## src/hdl/pfa_pkg.sv

```systemverilog
package pfa_pkg;

    localparam int unsigned PAGES       = 128;
    localparam int unsigned FRAMES      = 32;
    localparam int unsigned PAGE_W      = $clog2(PAGES);
    localparam int unsigned FRAME_W     = $clog2(FRAMES);
    localparam int unsigned COUNT_W     = $clog2(FRAMES + 1);
    localparam logic [COUNT_W-1:0] COUNT_RESET = COUNT_W'(FRAMES);

    typedef struct packed {
        logic [PAGE_W-1:0]  page_number;
        logic [FRAME_W-1:0] victim_choice;
    } t_in_item;

    typedef struct packed {
        logic               hit;
        logic [FRAME_W-1:0] frame_index;
        logic               evicted;
        logic [PAGE_W-1:0]  evicted_page;
        logic               bad_victim;
    } t_out_item;

    // page map write, also used for read-after-write forwarding
    typedef struct packed {
        logic               en;
        logic [PAGE_W-1:0]  addr;
        logic [FRAME_W-1:0] frame;
    } t_map_wr;

    // zero acts as one, anything above the frame total acts as the total
    function automatic logic [COUNT_W-1:0] clamp_count(input logic [COUNT_W-1:0] v);
        logic [COUNT_W-1:0] r;
        r = v;
        if (v == '0) begin
            r = COUNT_W'(1);
        end else if (v > COUNT_RESET) begin
            r = COUNT_RESET;
        end
        return r;
    endfunction

endpackage

```

## src/hdl/page_fault_frame_allocator.sv

```systemverilog
// Demand-paging frame allocator. Each input transfer names a virtual page and
// a victim frame. A resident page hits and returns its frame. A fault takes
// the next free frame (frame_count-1 first, down to 0); once none is free the
// victim frame's current page is unmapped and reported in evicted_page, and
// the frame goes to the new page. A victim at or above frame_count when no
// frame is free sets bad_victim and changes nothing. Writing frame_count
// (0 acts as 1, above 32 acts as 32) empties the map as reset does; write it
// only while no transfer is in flight. Rate: one item per cycle sustained
// while the result side does not stall. The result passes through the
// stage 1 register and then the output register: the page map read is a
// registered memory read in the accept cycle, and the decision and all
// table updates happen as stage 1 moves on. Only a stalled result holds up the input.
module page_fault_frame_allocator (
    input  logic                            i_clk,
    input  logic                            i_rst_n,
    // configuration: frame_count
    input  logic                            i_cfg_we,
    input  logic [pfa_pkg::COUNT_W-1:0]     i_cfg_wdata,
    // input channel
    input  logic                            i_in_valid,
    output logic                            o_in_stall,
    input  pfa_pkg::t_in_item               i_in_data,
    // result channel
    output logic                            o_out_valid,
    input  logic                            i_out_stall,
    output pfa_pkg::t_out_item              o_out_data
);

    logic                        in_xfer;
    logic                        s1_go;
    logic                        r_s1_valid;
    pfa_pkg::t_in_item           r_s1_item;
    logic                        r_fwd_hit;
    logic [pfa_pkg::FRAME_W-1:0] r_fwd_frame;
    logic [pfa_pkg::FRAME_W-1:0] ram_frame;
    logic [pfa_pkg::FRAME_W-1:0] map_frame;
    pfa_pkg::t_map_wr            map_wr;
    pfa_pkg::t_out_item          s1_result;
    logic                        r_out_valid;
    pfa_pkg::t_out_item          r_out_data;

    // stage 1 moves when the output register is empty or being drained
    assign s1_go      = r_s1_valid && (!r_out_valid || !i_out_stall);
    assign o_in_stall = r_s1_valid && !s1_go;
    assign in_xfer    = i_in_valid && !o_in_stall;

    pfa_map_ram u_map (
        .i_clk   (i_clk),
        .i_wr    (map_wr),
        .i_re    (in_xfer),
        .i_raddr (i_in_data.page_number),
        .o_rdata (ram_frame)
    );

    // The item in stage 1 may write the same page in the cycle the next item
    // reads it; the RAM then returns old data, so capture the new frame.
    always_ff @(posedge i_clk) begin
        if (in_xfer) begin
            r_s1_item   <= i_in_data;
            r_fwd_hit   <= map_wr.en && (map_wr.addr == i_in_data.page_number);
            r_fwd_frame <= map_wr.frame;
        end
    end

    assign map_frame = r_fwd_hit ? r_fwd_frame : ram_frame;

    always_ff @(posedge i_clk) begin
        if (!i_rst_n) begin
            r_s1_valid <= 1'b0;
        end else if (in_xfer) begin
            r_s1_valid <= 1'b1;
        end else if (s1_go) begin
            r_s1_valid <= 1'b0;
        end
    end

    pfa_alloc u_alloc (
        .i_clk       (i_clk),
        .i_rst_n     (i_rst_n),
        .i_cfg_we    (i_cfg_we),
        .i_cfg_wdata (i_cfg_wdata),
        .i_go        (s1_go),
        .i_item      (r_s1_item),
        .i_map_frame (map_frame),
        .o_result    (s1_result),
        .o_map_wr    (map_wr)
    );

    // output register decouples the result side from the input side
    always_ff @(posedge i_clk) begin
        if (!i_rst_n) begin
            r_out_valid <= 1'b0;
        end else if (s1_go) begin
            r_out_valid <= 1'b1;
        end else if (!i_out_stall) begin
            r_out_valid <= 1'b0;
        end
    end

    always_ff @(posedge i_clk) begin
        if (s1_go) begin
            r_out_data <= s1_result;
        end
    end

    assign o_out_valid = r_out_valid;
    assign o_out_data  = r_out_data;

endmodule

```

## src/hdl/pfa_map_ram.sv

```systemverilog
module pfa_map_ram (
    input  logic                            i_clk,
    input  pfa_pkg::t_map_wr                i_wr,
    input  logic                            i_re,
    input  logic [pfa_pkg::PAGE_W-1:0]      i_raddr,
    output logic [pfa_pkg::FRAME_W-1:0]     o_rdata
);

    logic [pfa_pkg::FRAME_W-1:0] mem [pfa_pkg::PAGES];
    logic [pfa_pkg::FRAME_W-1:0] r_rdata;

    always_ff @(posedge i_clk) begin
        if (i_wr.en) begin
            mem[i_wr.addr] <= i_wr.frame;
        end
    end

    // read returns old data on a same-address write; caller forwards
    always_ff @(posedge i_clk) begin
        if (i_re) begin
            r_rdata <= mem[i_raddr];
        end
    end

    assign o_rdata = r_rdata;

endmodule

```

## src/hdl/pfa_alloc.sv

```systemverilog
module pfa_alloc (
    input  logic                            i_clk,
    input  logic                            i_rst_n,
    input  logic                            i_cfg_we,
    input  logic [pfa_pkg::COUNT_W-1:0]     i_cfg_wdata,
    input  logic                            i_go,
    input  pfa_pkg::t_in_item               i_item,
    input  logic [pfa_pkg::FRAME_W-1:0]     i_map_frame,
    output pfa_pkg::t_out_item              o_result,
    output pfa_pkg::t_map_wr                o_map_wr
);

    logic [pfa_pkg::COUNT_W-1:0] r_count;
    logic [pfa_pkg::COUNT_W-1:0] r_depth;
    logic [pfa_pkg::PAGES-1:0]   r_resident;
    logic [pfa_pkg::PAGES-1:0]   n_resident;
    logic [pfa_pkg::PAGE_W-1:0]  r_owner [pfa_pkg::FRAMES];

    logic [pfa_pkg::PAGE_W-1:0]  page;
    logic [pfa_pkg::FRAME_W-1:0] victim;
    logic [pfa_pkg::COUNT_W-1:0] top;
    logic [pfa_pkg::PAGE_W-1:0]  old_owner;
    logic                        is_res;
    logic                        do_pop;
    logic                        do_evict;
    logic                        is_bad;
    logic [pfa_pkg::FRAME_W-1:0] new_frame;

    assign page      = i_item.page_number;
    assign victim    = i_item.victim_choice;
    assign top       = r_depth - pfa_pkg::COUNT_W'(1);
    assign old_owner = r_owner[victim];
    assign is_res    = r_resident[page];

    always_comb begin
        do_pop    = 1'b0;
        do_evict  = 1'b0;
        is_bad    = 1'b0;
        new_frame = '0;
        if (!is_res) begin
            if (r_depth != '0) begin
                // free stack entry i always holds i: top of stack is depth-1
                do_pop    = 1'b1;
                new_frame = top[pfa_pkg::FRAME_W-1:0];
            end else if ({1'b0, victim} >= r_count) begin
                is_bad = 1'b1;
            end else begin
                do_evict  = 1'b1;
                new_frame = victim;
            end
        end
    end

    always_comb begin
        o_result              = '0;
        o_result.hit          = is_res;
        o_result.frame_index  = is_res ? i_map_frame : new_frame;
        o_result.evicted      = do_evict;
        o_result.evicted_page = do_evict ? old_owner : '0;
        o_result.bad_victim   = is_bad;
    end

    always_comb begin
        o_map_wr       = '0;
        o_map_wr.en    = i_go && (do_pop || do_evict);
        o_map_wr.addr  = page;
        o_map_wr.frame = new_frame;
    end

    // the owner is resident and this page is not, so they differ
    always_comb begin
        n_resident = r_resident;
        if (do_evict) begin
            n_resident[old_owner] = 1'b0;
        end
        if (do_pop || do_evict) begin
            n_resident[page] = 1'b1;
        end
    end

    always_ff @(posedge i_clk) begin
        if (!i_rst_n) begin
            r_count    <= pfa_pkg::COUNT_RESET;
            r_depth    <= pfa_pkg::COUNT_RESET;
            r_resident <= '0;
        end else if (i_cfg_we) begin
            r_count    <= pfa_pkg::clamp_count(i_cfg_wdata);
            r_depth    <= pfa_pkg::clamp_count(i_cfg_wdata);
            r_resident <= '0;
        end else if (i_go) begin
            if (do_pop) begin
                r_depth <= top;
            end
            r_resident <= n_resident;
        end
    end

    always_ff @(posedge i_clk) begin
        if (o_map_wr.en) begin
            r_owner[new_frame] <= page;
        end
    end

    a_depth_le_count: assert property (@(posedge i_clk) disable iff (!i_rst_n)
        r_depth <= r_count)
        else $error("free depth above frame count");

    a_count_range: assert property (@(posedge i_clk) disable iff (!i_rst_n)
        r_count != '0 && r_count <= pfa_pkg::COUNT_RESET)
        else $error("frame count out of range");

    a_bad_only_full: assert property (@(posedge i_clk) disable iff (!i_rst_n)
        is_bad |-> (r_depth == '0 && !is_res))
        else $error("bad victim flagged while a frame is free");

    a_map_sets_res: assert property (@(posedge i_clk) disable iff (!i_rst_n)
        (o_map_wr.en && !i_cfg_we) |=> r_resident[$past(page)])
        else $error("mapped page not marked resident");

    a_pop_shrinks: assert property (@(posedge i_clk) disable iff (!i_rst_n)
        (i_go && do_pop && !i_cfg_we) |=> r_depth == $past(r_depth) - pfa_pkg::COUNT_W'(1))
        else $error("free stack pop lost");

endmodule

```

## config.mk

```make
export PLATFORM = sky130hd
export DESIGN_NAME = page_fault_frame_allocator
export DESIGN_NICKNAME = d
export VERILOG_FILES = /design/src/hdl/pfa_pkg.sv /design/src/hdl/page_fault_frame_allocator.sv /design/src/hdl/pfa_map_ram.sv /design/src/hdl/pfa_alloc.sv
export SDC_FILE = /design/constraint.sdc
export NUM_CORES = 1
export LEC_CHECK = 0
export BUFFER_PORTS_ARGS = -buffer_cell sky130_fd_sc_hd__buf_4
export CORE_ASPECT_RATIO = 1.25
export CORE_MARGIN = 2
export CORE_UTILIZATION = 40
export DETAILED_ROUTE_END_ITERATION = 10
export PLACE_DENSITY = 0.62
export SKIP_LAST_GASP = 1
export SYNTH_ARGS = -nofsm -noshare
export SYNTH_HDL_FRONTEND = slang
export SYNTH_SLANG_ARGS = --single-unit
```

## constraint.sdc

```tcl
create_clock -name i_clk -period 9.2 [get_ports i_clk]
set_input_delay 1.84 -clock i_clk [delete_from_list [all_inputs] [get_ports i_clk]]
set_output_delay 1.84 -clock i_clk [all_outputs]
set_load 0.005 [all_outputs]
```

==> metrics.md <==
| Metric | Value |
|---|---|
| Status | `finished clean` |
| CP max-delay cell | `buf_4` |
| Initial antenna violation count | `1` |
| Initial DRT Pass Iterations | `5` |
| Clock Tree Buf Depth | `3` |
| Highest clock rate | `between 150 and 200 MHz` |
| Pwr dens | `~220 nW/µm²` |
| Placer congestion estimate | `~0.9` |
| Clk_lat worst skew | `about 0.70 ns` |
| H-Tree Depth | `3` |
| Relative slew slack | `roughly a fifth` |
| # clock sinks | `about 1,000` |
| Cells after Synth | `roughly 2,500` |
| IO Pins | `40` |
| Global-route wire length before repair | `about 170,000 µm` |
| Register area share after synthesis | `roughly 70%` |
| Drt first-iter violations | `roughly 2,700` |
| CTS buffer count | `99` |
| Commonest non-fill, non-tap cells in the layout | `902 x edfxtp_1, 273 x mux4_2, 168 x nor2_1, 145 x dfxtp_1, 133 x nand2_1` |
| Syn Area/Cell | `between 15 and 20 µm²` |
| Hold Vio Cnt, Final | `0` |
| Static Leakage | `around 0.015 µW` |
| Fin Clk Skew | `between 0.03 and 0.04 ns` |
| CTS tree | `built` |
| Vias post-DR | `about 24,000` |
| Yosys warns | `0` |
| Vias per cell | `approximately 5.9` |
| Yosys cell types | `76` |
| # hold bufs at CTS | `0` |
| CTS clock-pin slew for the worst setup and hold paths | `approximately 0.06 ns` |
| DIE AREA | `between 100,000 and 150,000 µm²` |
| Die Ht | `~370 µm` |
| Delay-heaviest family, CP | `buffers and inverters` |
| Synth top area cells | `edfxtp_1 63%, mux4_2 14%, dfxtp_1 6.9%` |
| Commonest non-fill, non-tap cell in the layout | `edfxtp_1` |
| IO buf count | `39` |
| Finish-stage setup viols | `0` |
| Fin nets | `roughly 2,600` |
| Flops & latches, synth | `roughly 1,000` |
| PnR Total Power | `about 10,000 µW` |
| Largest stage delay, worst path | `0.85 ns` |
| Maxcap violations | `0` |
| Vias in the first global route | `~25,000` |
| Crit path time final | `6.069 ns` |
| Ys flop type | `edfxtp_1` |
| Clk root buf | `clkbuf_16` |
| Layout cells sized above 1 | `a little under a quarter` |
| Worst Setup End Kind | `register` |
| Share of synthesized registers carrying an async set or reset | `0%` |
| Largest net degree at the start of global routing | `approximately 130` |
| Syn_nets | `2,536` |
| CP most frequent cell | `buf_4` |
| Post-synth EDFFs | `between 900 and 1,000` |
| Post-DP HPWL | `just over 70,000 µm` |
| P&R area growth vs syn | `11.58%` |
| Data arrival, critical path | `around 6.4 ns` |
| # diodes | `0` |
| Synth top area share | `a little over three fifths` |
| Drc violations | `0` |
| Crit Path Class | `register to register` |
| TNS Setup | `0 ns` |
| Slew Limit Fails | `0` |
| Post-synth top area cell | `edfxtp_1` |
| Actual slew at the worst max-slew pin | `1.181 ns` |
| Postcts setup bufs | `0` |
| CP max FO | `a little under 100` |
| Cell Chain, Critical Path | `buf_4 > inv_1 > a221oi_1 > o22a_1 > o21ai_1 > buf_4 > nor4_2 > and2_1 > inv_2 > nor2_4 > buf_4` |
| RSZ-0062 raised after global routing | `false` |
| WP buf/inv | `5` |
| Critical path required time | `roughly 9.5 ns` |
| Period utilization | `about two thirds` |
| Maximum vdd ir drop | `around 0.14 mV` |
| GRT overflow | `0` |
| Die width | `approximately 300 µm` |
| Worst hold-check path type | `register to register` |
| Post_cts resized | `0` |
| Synthesized area | `approximately 43,000 µm²` |
| Row cnt | `between 100 and 150` |
| Drt wl/cell | `around 28 µm` |
| Overall routing resource usage | `just over 20%` |
| Initial Utilization | `about 40%` |
| Routed WL | `around 110,000 µm` |
| Final antenna-violating net count | `0` |
| Core Box Area | `about 110,000 µm²` |
| Critical Path Source Type | `register` |
-- sequential cells by signal, indices dropped and copies added, names as in the netlist, named ones only --
signal and count:
o_out_data 15, u_alloc.r_resident 128, u_alloc.r_depth 6, u_map.mem 640, u_map.o_rdata 5, r_s1_item 12
r_fwd_frame 5, r_s1_valid 1, r_fwd_hit 1, u_alloc.r_count 6, o_out_valid 1, u_alloc.r_owner 224
-- per-stage QoR --
| step | std cells | instance area, µm² | utilization [%] | setup WS, ns | hold WS [ns] |
|---|---|---|---|---|---|
| after CTS | 4037 | 47900 | 44.92 | 3.253 | 0.4532 |
| final | 4037 | 47900 | 44.92 | 3.131 | 0.4498 |
| after global routing | 4037 | 47900 | 44.92 | 2.742 | 0.4640 |
| after global placement | 3855 | 44770 | 41.99 | 3.535 | 0.4368 |
| after detailed placement | 3855 | 44770 | 41.99 | 3.300 | 0.4420 |
| after floorplan | 2507 | 42930 | - | 2.507 | 0.4243 |
-- final timing paths --
| path | from | endpoint | slack, ns | cells after the start |
|---|---|---|---|---|
| setup / recovery | r_s1_item[7]$_DFFE_PP_ | u_map.mem[36][1]$_DFFE_PP_ | 3.13 | 11 |
| hold / removal | u_alloc.r_resident[16]$_SDFFE_PP0P_ | u_alloc.r_resident[16]$_SDFFE_PP0P_ | 0.45 | 2 |
| setup reg to reg | r_s1_item[7]$_DFFE_PP_ | u_map.mem[36][1]$_DFFE_PP_ | 3.13 | 11 |
| hold reg to reg | u_alloc.r_resident[16]$_SDFFE_PP0P_ | u_alloc.r_resident[16]$_SDFFE_PP0P_ | 0.45 | 2 |
-- metal layers --
layer / GRT usage, % / up-vias / routed length [µm]
met1: 25.48 / 12450 / 43280
met3: 3.331 / 287 / 7418
met5: 0 / - / 14
met4: 9.062 / 2 / 4994
li1: - / 10180 / -
met2: 34.92 / 1047 / 56830
-- cell families (layout without fill, tap and decap cells) --
logic type                 Yosys count  in the layout  share of synthesized area [%]
DFF                               1049           1049                          69.95
and+or+nand+nor                    568            568                          6.424
AOI/OAI and AO/OA                  337            337                          5.576
muxes                              327            327                          15.64
buffers and inverters              208            310                          1.994
xor gates and xnor gates            12             12                         0.2448
adders and majority gates            6              6                         0.1749
-- final cells by class --
class | count | area (µm²)
clock buffer | 120 | 2673
clock inverter | 62 | 452.9
fill | 9228 | 58730
inverter | 38 | 142.6
multi-input combinational | 1250 | 12100
sequential | 1049 | 30030
tap | 1428 | 1787
timing repair buffer | 90 | 711.9
-- cells in the mapped netlist, types with 36 or more instances --
library cell and instances:
a31o_2 36, clkbuf_1 108, dfxtp_1 147, edfxtp_1 902, inv_1 36, mux4_2 273, nand2_1 133, nand3_1 60
nor2_1 173, nor4_1 36, o211ai_1 37, o21ai_0 56, o22ai_1 82
-- where the power goes --
group / switching (µW) / internal [µW] / leakage (µW) / total, µW
clock network: 1790 / 2180 / 0.00153 / 3970
registers: 30.8 / 5390 / 0.00933 / 5420
logic: 654 / 258 / 0.00387 / 913
total: 2480 / 7830 / 0.0147 / 10300
-- worst register-to-register path, cell delays in order, from the launching register on --
cell and delay (ns):
edfxtp_1 0.33, buf_4 0.75, inv_1 0.58, a221oi_1 0.44
o22a_1 0.21, o21ai_1 0.07, buf_4 0.21, nor4_2 0.58
and2_1 0.59, inv_2 0.33, nor2_4 0.66, buf_4 0.86
No activity file was read; power rests on OpenSTA's default activity.
